$ cat config.mk
export PLATFORM = sky130hd
export DESIGN_NAME = rswr_mod_unit
export DESIGN_NICKNAME = d
export VERILOG_FILES = /design/src/rtl/core/random_sample_without_replacement_macros.svh /design/src/rtl/core/rswr_pkg.sv /design/src/rtl/core/rswr_mod_unit.sv
export SDC_FILE = /design/constraint.sdc
export NUM_CORES = 1
export LEC_CHECK = 0
export BUFFER_PORTS_ARGS = -buffer_cell sky130_fd_sc_hd__buf_2
export CAP_MARGIN = 20
export CORE_MARGIN = 10
export CORE_UTILIZATION = 45
export DETAILED_ROUTE_END_ITERATION = 8
export HOLD_SLACK_MARGIN = 0.05
export PLACE_DENSITY_LB_ADDON = 0.15
export SETUP_SLACK_MARGIN = 0.02
export SLEW_MARGIN = 5
export SYNTH_ARGS = -nofsm -noshare
export SYNTH_HDL_FRONTEND = slang
export SYNTH_SLANG_ARGS = --single-unit
$ cat constraint.sdc
create_clock -name clk -period 2.15 [get_ports clk]
set_input_delay 0.215 -clock clk [delete_from_list [all_inputs] [get_ports clk]]
set_output_delay 0.215 -clock clk [all_outputs]
set_load 0.05 [all_outputs]
$ cat src/rtl/core/random_sample_without_replacement_macros.svh
// Assertion macros shared by the random sample block.
`ifndef RANDOM_SAMPLE_WITHOUT_REPLACEMENT_MACROS_SVH
`define RANDOM_SAMPLE_WITHOUT_REPLACEMENT_MACROS_SVH

// Same-cycle implication, disabled during reset.
`define RSWR_ASSERT_IMPLIES(name, clk, rst_n, cond, prop) \
    name: assert property (@(posedge clk) disable iff (!rst_n) (cond) |-> (prop)) \
        else $error("same-cycle implication failed");

// Next-cycle implication, disabled during reset.
`define RSWR_ASSERT_NEXT(name, clk, rst_n, cond, prop) \
    name: assert property (@(posedge clk) disable iff (!rst_n) (cond) |=> (prop)) \
        else $error("next-cycle implication failed");

`endif

$ cat src/rtl/core/rswr_pkg.sv
// Types and constants shared by the random sample block.
package rswr_pkg;

    // Field widths
    localparam int WORD_W    = 31;
    localparam int CFG_W     = 11;
    localparam int NODE_W    = 10;
    localparam int CFG_IDX_W = 2;
    localparam int EPOCH_W   = 8;
    localparam int ENTRY_W   = EPOCH_W + NODE_W;

    // Divider runs one quotient bit per step
    localparam int DIV_STEPS = WORD_W;
    localparam int DIV_CNT_W = $clog2(DIV_STEPS);

    // Configuration register indexes
    localparam logic [CFG_IDX_W-1:0] REG_NODE_COUNT    = 2'd0;
    localparam logic [CFG_IDX_W-1:0] REG_RESERVE_COUNT = 2'd1;
    localparam logic [CFG_IDX_W-1:0] REG_CORNER_MODE   = 2'd2;

    // Configuration reset values
    localparam logic [CFG_W-1:0] NODE_COUNT_RST    = 11'd1024;
    localparam logic [CFG_W-1:0] RESERVE_COUNT_RST = 11'd2;

    // Epoch tags: zero marks a cleared entry, the last value forces a sweep
    localparam logic [EPOCH_W-1:0] EPOCH_CLEAR = '0;
    localparam logic [EPOCH_W-1:0] EPOCH_FIRST = 8'd1;
    localparam logic [EPOCH_W-1:0] EPOCH_LAST  = '1;

    // One pool entry as stored in memory
    typedef struct packed {
        logic [EPOCH_W-1:0] epoch;
        logic [NODE_W-1:0]  value;
    } entry_t;

    // Request to the shared divider
    typedef struct packed {
        logic              start;
        logic [WORD_W-1:0] dividend;
        logic [CFG_W-1:0]  divisor;
    } div_req_t;

    // Response from the shared divider
    typedef struct packed {
        logic             done;
        logic [CFG_W-1:0] remainder;
    } div_rsp_t;

endpackage

$ cat src/rtl/core/rswr_mod_unit.sv
// Restoring divider that returns the remainder of a 31-bit word by an 11-bit divisor.
module rswr_mod_unit (
    input  logic              clk,
    input  logic              rst_n,
    input  rswr_pkg::div_req_t req,
    output rswr_pkg::div_rsp_t rsp
);
    import rswr_pkg::*;

    logic                 busy_reg, busy_next;
    logic                 done_reg, done_next;
    logic [DIV_CNT_W-1:0] cnt_reg, cnt_next;
    logic [WORD_W-1:0]    quo_reg, quo_next;
    logic [CFG_W-1:0]     rem_reg, rem_next;
    logic [CFG_W-1:0]     div_reg, div_next;
    logic [CFG_W:0]       trial;

    // One restoring step: bring in the next dividend bit, subtract if it fits
    always_comb
    begin
        trial     = {rem_reg, quo_reg[WORD_W-1]};
        busy_next = busy_reg;
        done_next = 1'b0;
        cnt_next  = cnt_reg;
        quo_next  = quo_reg;
        rem_next  = rem_reg;
        div_next  = div_reg;
        if (req.start)
        begin
            busy_next = 1'b1;
            cnt_next  = DIV_CNT_W'(DIV_STEPS - 1);
            quo_next  = req.dividend;
            rem_next  = '0;
            div_next  = req.divisor;
        end
        else if (busy_reg)
        begin
            quo_next = {quo_reg[WORD_W-2:0], 1'b0};
            if (trial >= {1'b0, div_reg})
            begin
                rem_next = CFG_W'(trial - {1'b0, div_reg});
            end
            else
            begin
                rem_next = trial[CFG_W-1:0];
            end
            if (cnt_reg == '0)
            begin
                busy_next = 1'b0;
                done_next = 1'b1;
            end
            else
            begin
                cnt_next = cnt_reg - 1'b1;
            end
        end
    end

    // Control state
    always_ff @(posedge clk or negedge rst_n)
    begin
        if (!rst_n)
        begin
            busy_reg <= 1'b0;
            done_reg <= 1'b0;
            cnt_reg  <= '0;
        end
        else
        begin
            busy_reg <= busy_next;
            done_reg <= done_next;
            cnt_reg  <= cnt_next;
        end
    end

    // Datapath
    always_ff @(posedge clk)
    begin
        quo_reg <= quo_next;
        rem_reg <= rem_next;
        div_reg <= div_next;
    end

    assign rsp.done      = done_reg;
    assign rsp.remainder = rem_reg;

endmodule

==> run_results.csv, run 1 <==
group,metric,value,unit
status,status,"finished with violations",
status,violations,"negative setup slack",
synth,syn_area,3130,um2
clocking,h-tree-depth,3,
sta,fmaxAchievable,450,MHz
global_routing,grt_max_degree,32,
sta,period_needed,2220,ps
clocking,clk_latency,340,ps
layout,largest_reg_flops,31,
setup_path,crit_path_max_fanout,8,
synth,yosysWarnings,0,
global_routing,grt_pass1_vias,2455,
setup_path,cp_slowest_cell,"edfxtp_1",
layout,stdcell_area,4110,um2
synth,yosys-mux-area-fraction,11.1,%
synth,synthXorXnorAreaFrac,1.68,%
route,drt-total-wl,7190,um
sta,slew-limit-headroom,69.7,%
sta,fin_crit_sh,103,%
sta,layout_setup_ws,-71.3,ps
placed_design,io_buffers,56,
clocking,numCtsBuffers,9,
setup_path,crit_chain,"ha_4, fa_2, nand2b_4, a21oi_4, o211a_1, o2111a_2, nor2_2, o41ai_1",
placed_design,dp_hpwl,5150,um
global_routing,grt_pass1_wl,11900,um
min_path,hold_class,"in -> reg",
global_routing,grt_overflow,0,
setup_path,end_kind,"flip-flop",
floorplanning,die_h,103,um
flow_run,cap_viol_max_count,0,
layout,syn2layout_area_growth,31.3,%
route,dr.pass1.iters,4,
route,vias,2379,
floorplanning,die_area,10700,um2
setup_path,crit_required,2390,ps
floorplanning,start_util,46.3,%
synth,synth-compound-area-share,12.6,%
placed_design,dp.cells,414,
sta,tightest_slew,450,ps
setup_path,crit_arrival,2460,ps
sta,slew_viol_final,0,
layout,stdcell_count,448,
synth,synth_edf_count,42,
clocking,cts_sinks,60,
synth,synth_top_family_by_area,"compound AO/OA/AOI/OAI gates",
sta,setup_viol,8,
route,avgViaCountPerCell,5.31,
synth,syn_avg_cell_area,11.8,um2
route,wl_per_cell,16.1,um
synth,ys.flop_type,"edfxtp_1",
power_and_ir_drop,cellPowerDensity,1110,nW/um2
floorplanning,io_pins,57,
clocking,clkTransAtPathRegs,80,ps
synth,synthCells,265,
synth,synthAdderAreaFrac,5.84,%
power_and_ir_drop,p_leak,1.78,nW
layout,final_cell_mix,"56 x buf_2, 42 x edfxtp_1, 30 x mux2_2, 30 x buf_4, 20 x nor2_1",
route,drt_iter0_drc,133,
placed_design,dpl_cell_area,3640,um2
layout,fin_util,60.8,%
setup_path,path_delay_family,"compound AO/OA/AOI/OAI gates",
placed_design,place_congestion,0.848,
layout,diodes,0,
setup_path,worstSetupPathType,"reg -> reg",
layout,drive_gt1_share,43.8,%
synth,synth.distinct_cells,56,
route,drc,0,
sta,rsz0062_at_grt,"yes",
clocking,cts_tree,"built",
floorplanning,core,6760,um2
clocking,cts_root_buffer,"clkbuf_8",
floorplanning,num_rows,30,
sta,skew,7.47,ps
setup_path,worst_setup_path_start_kind,"flip-flop",
synth,synthSimpleGateAreaFrac,10.6,%
layout,layout_commonest_cell,"buf_2",
setup_path,worst-path-buf-inv,0,
synth,ys_seq_area_share,53.0,%
power_and_ir_drop,peakVddDrop,0.530,mV
synth,async_reset_ff_share,11.7,%
synth,synth_nets,324,
sta,tns,-343,ps
global_routing,grt_use_total,14.3,%
setup_path,cpPeakStageDelay,410,ps
clocking,cts_buffer_depth,2,
sta,finalHoldViolCount,0,
global_routing,grt_antenna_before_repair,0,
floorplanning,die_w,103,um
synth,ys_ff_latch,60,
layout,nNetsFinal,422,
route,ant_nets,0,
power breakdown:
part | switching (W) | total, W | leakage (nW) | internal [W]
clock network | 0.000503 | 0.00116 | 0.114 | 0.000660
registers | 0.000103 | 0.00153 | 0.605 | 0.00143
logic | 0.00103 | 0.00186 | 1.06 | 0.000822
total | 0.00164 | 0.00455 | 1.78 | 0.00291
worst reg2reg max path, delay by kind of cell, from the launching register on:
family,cells,cell delay [ps]
adders and majority gates,2,540
and+or+nand+nor,2,250
AOI/OAI and AO/OA,4,930
DFF,1,410
logic make-up after synthesis:
group / Yosys count
muxes: 31
and+or+nand+nor: 65
buffers and inverters: 33
xor gates and xnor gates: 6
DFF: 60
AOI/OAI and AO/OA: 56
adders and majority gates: 14
final cells by class:
| class | instances | area (um2) |
|---|---|---|
| fillers | 553 | 2650 |
| flip-flops and latches | 60 | 1680 |
| clock inverters | 7 | 100 |
| clock buffers | 9 | 124 |
| multi-input cells | 172 | 1380 |
| inverters | 20 | 75.1 |
| repair buffers | 100 | 649 |
| well taps | 80 | 100 |
cells in the mapped netlist, types with 3 or more instances:
cell | number | area [um2]
a21oi_1 | 13 | 65.1
a311oi_1 | 7 | 61.3
and3_1 | 3 | 18.8
clkbuf_1 | 6 | 22.5
dfrtp_1 | 7 | 175
dfxtp_1 | 11 | 220
edfxtp_1 | 42 | 1260
ha_1 | 13 | 163
inv_1 | 20 | 75.1
mux2_2 | 30 | 338
nand2_1 | 7 | 26.3
nand2b_1 | 4 | 25.0
nand3_1 | 9 | 45.0
nor2_1 | 21 | 78.8
nor2b_1 | 3 | 18.8
nor3_1 | 3 | 15.0
nor4_1 | 3 | 18.8
o21ai_0 | 13 | 65.1
xnor2_1 | 4 | 35.0
metrics by stage:
step / power (W) / worst slack (ps) / hold slack [ps]
4_1_cts: 0.00447 / -64.3 / 51.0
5_1_grt: 0.00483 / -201 / 55.9
6_report: 0.00455 / -71.3 / 64.5
3_3_place_gp: 0.00316 / -91.9 / 57.4
2_1_floorplan: 0.00265 / 26.7 / -80.6
3_5_place_dp: 0.00318 / -198 / 60.9
worst paths after layout:
kind                                     to  cells after the start       start  slack (ps)
worst max register to register  rem_reg[10]                      8  div_reg[0]         -70
max in group asynchronous        cnt_reg[1]                      2       rst_n        1750
worst min register to register   rem_reg[4]                      2  rem_reg[3]         530
worst min-delay path             div_reg[8]                      1      req[8]          60
min in group asynchronous        cnt_reg[3]                      2       rst_n         240
worst max-delay path            rem_reg[10]                      8  div_reg[0]         -70
routing by layer:
metal | global-route usage, % | share of wire [%] | vias to the layer above
met2 | 22.1 | 47 | 56
met1 | 18.1 | 46 | 1126
met3 | 5.05 | 6.8 | 5
met5 | 0 | 0 | -
li1 | - | - | 1192
met4 | 5.03 | 1.1 | 0
repair_timing:
item	in CTS	in global routing
gates resized for setup	14	11
pin swaps	12	9
hold buffers	10	1
buffers inserted	5	2
setup endpoints to repair	11	11
endpoints found under the hold margin	16	1
(Power assumes the default switching activity.)
==> inputs of run 2 (changes only) <==
--- a/config.mk
+++ b/config.mk
@@ -10,6 +10,7 @@
 export CORE_MARGIN = 10
 export CORE_UTILIZATION = 45
 export DETAILED_ROUTE_END_ITERATION = 8
+export GPL_TIMING_DRIVEN = 0
 export HOLD_SLACK_MARGIN = 0.05
 export PLACE_DENSITY_LB_ADDON = 0.15
 export SETUP_SLACK_MARGIN = 0.02
==> run 2 against run 1 <==
  * The run still ends with negative setup slack left
  * Non-clock buffer count fell by 16
  * Highest routed layer unchanged
  * Total power down 7.9%
  * Wire length is 0.78% lower
  * Clock skew grew 0.89 ps
  * Sequential power about the same
  * Critical path depth rose by 1
  * Die area unchanged
==> run_results.csv, run 2 (same netlist as run 1, synthesis figures left out) <==
group,metric,value,unit
status,status,"finished with violations",
status,violations,"negative setup slack",
setup_path,crit_path_max_fanout,8,
clocking,cts_tree,"built",
sta,fmaxAchievable,429,MHz
global_routing,grt_pass1_vias,2393,
global_routing,grt_use_total,14.0,%
sta,slew_viol_final,0,
setup_path,worstSetupPathType,"reg -> reg",
min_path,whs_endpoint,"div_reg[10]",
floorplanning,die_area,10700,um2
placed_design,io_buffers,56,
sta,tns,-1340,ps
route,dr.pass1.iters,4,
layout,nNetsFinal,406,
min_path,hold_class,"in -> reg",
layout,largest_reg_flops,31,
sta,layout_setup_ws,-182,ps
route,drt_iter0_drc,110,
sta,period_needed,2330,ps
setup_path,worst_setup_path_start_kind,"flip-flop",
power_and_ir_drop,cellPowerDensity,1060,nW/um2
sta,skew,8.36,ps
sta,fin_crit_sh,108,%
placed_design,place_congestion,0.862,
floorplanning,io_pins,57,
global_routing,grt_antenna_before_repair,0,
layout,fin_util,58.4,%
clocking,clk_latency,330,ps
route,ant_nets,0,
setup_path,r2r_cells,9,
setup_path,rrSetupSlack,-180,ps
layout,fill_cells,587,
sta,slew-limit-headroom,62.0,%
clocking,clkTransAtPathRegs,80,ps
global_routing,grt_max_degree,34,
clocking,numCtsBuffers,9,
clocking,h-tree-depth,3,
global_routing,grt_pass1_wl,11500,um
sta,finalHoldViolCount,0,
setup_path,crit_arrival,2570,ps
layout,layout_commonest_cell,"buf_2",
global_routing,grt_overflow,0,
route,vias,2371,
floorplanning,num_rows,30,
setup_path,r2r_start,"quo_reg[30]",
route,wl_per_cell,16.5,um
layout,diodes,0,
floorplanning,die_h,103,um
min_path,holdPathStages,1,
setup_path,crit_required,2390,ps
clocking,cts_sinks,60,
route,drt-total-wl,7140,um
placed_design,dpl_cell_area,3520,um2
clocking,cts_buffer_depth,2,
sta,rsz0062_at_grt,"yes",
layout,drive_gt1_share,40.3,%
setup_path,r2r_end,"rem_reg[9]",
sta,setup_viol,11,
sta,tightest_slew,570,ps
floorplanning,core,6760,um2
floorplanning,die_w,103,um
route,wl_met2,3420,um
clocking,cts_root_buffer,"clkbuf_8",
floorplanning,start_util,46.3,%
layout,final_cell_mix,"57 x buf_2, 42 x edfxtp_1, 30 x mux2_2, 20 x inv_1, 20 x nor2_1",
setup_path,end_kind,"flip-flop",
layout,syn2layout_area_growth,26.2,%
route,avgViaCountPerCell,5.49,
route,drc,0,
power_and_ir_drop,p_leak,1.67,nW
layout,stdcell_area,3950,um2
route,met3_length,536,um
route,routed.top_layer,"met4",
flow_run,cap_viol_max_count,0,
power_and_ir_drop,peakVddDrop,0.429,mV
min_path,min-delay-start,"req[10]",
route,drt-met1-wl,3040,um
placed_design,dp_hpwl,5160,um
-- run 2: area by class of cell --
| class | count | area [um2] | share of cell area [%] |
|---|---|---|---|
| plain buffers | 13 | 88.8 | 2.25 |
| clock buffers | 9 | 124 | 3.14 |
| clock inverters | 7 | 75.1 | 1.90 |
| inverters | 20 | 75.1 | 1.90 |
| multi-input cells | 172 | 1390 | 35.2 |
| flip-flops and latches | 60 | 1680 | 42.5 |
| well taps | 80 | 100 | 2.54 |
| repair buffers | 71 | 418 | 10.6 |
-- run 2: how the worst max path moves through the flow --
stage	from	end	slack (ps)	depth (start not counted)
2_1_floorplan	rem_reg[0]	rem_reg[10]	30	8
3_3_place_gp	quo_reg[30]	rem_reg[8]	-210	9
3_5_place_dp	quo_reg[30]	rem_reg[8]	-240	9
4_1_cts	quo_reg[30]	rem_reg[9]	-120	9
5_1_grt	quo_reg[30]	rem_reg[7]	-270	9
6_report	quo_reg[30]	rem_reg[9]	-180	9
-- run 2: metrics by stage --
step	setup slack (ps)	hold slack [ps]	total power (W)	cells
6_report	-182	72.5	0.00419	432
5_1_grt	-269	57.9	0.00445	432
4_1_cts	-116	55.1	0.00413	428
3_5_place_dp	-242	57.9	0.00300	401
3_3_place_gp	-214	57.8	0.00297	401
2_1_floorplan	26.7	-80.6	0.00265	265
-- run 2: routing by layer --
layer,up-vias,track usage (%)
met5,-,0
met4,0,5.99
met3,15,5.38
met2,67,22.6
met1,1126,16.3
li1,1163,-
-- run 2: report_power, final --
part	internal [W]	leakage, nW	switching [W]	total, W
logic	0.000640	0.974	0.000994	0.00163
clock network	0.000541	0.0939	0.000476	0.00102
registers	0.00143	0.605	0.000112	0.00154
-- run 2: repair_timing --
item | in CTS | in global routing
endpoints found under the setup margin | 11 | 12
hold buffers | 9 | 1
setup buffers | 2 | 3
hold endpoints to repair | 15 | 1
pin swaps | 8 | 5
resized for setup | 15 | 9
-- run 2: worst max-delay path, cell delays in order, from the launching register on --
cell and delay, ps:
edfxtp_1 360, inv_1 50, ha_2 200, fa_2 390, nand2b_4 170, a21oi_4 140, o211a_1 200, o2111a_2 320
o21ai_1 120, a311oi_1 280
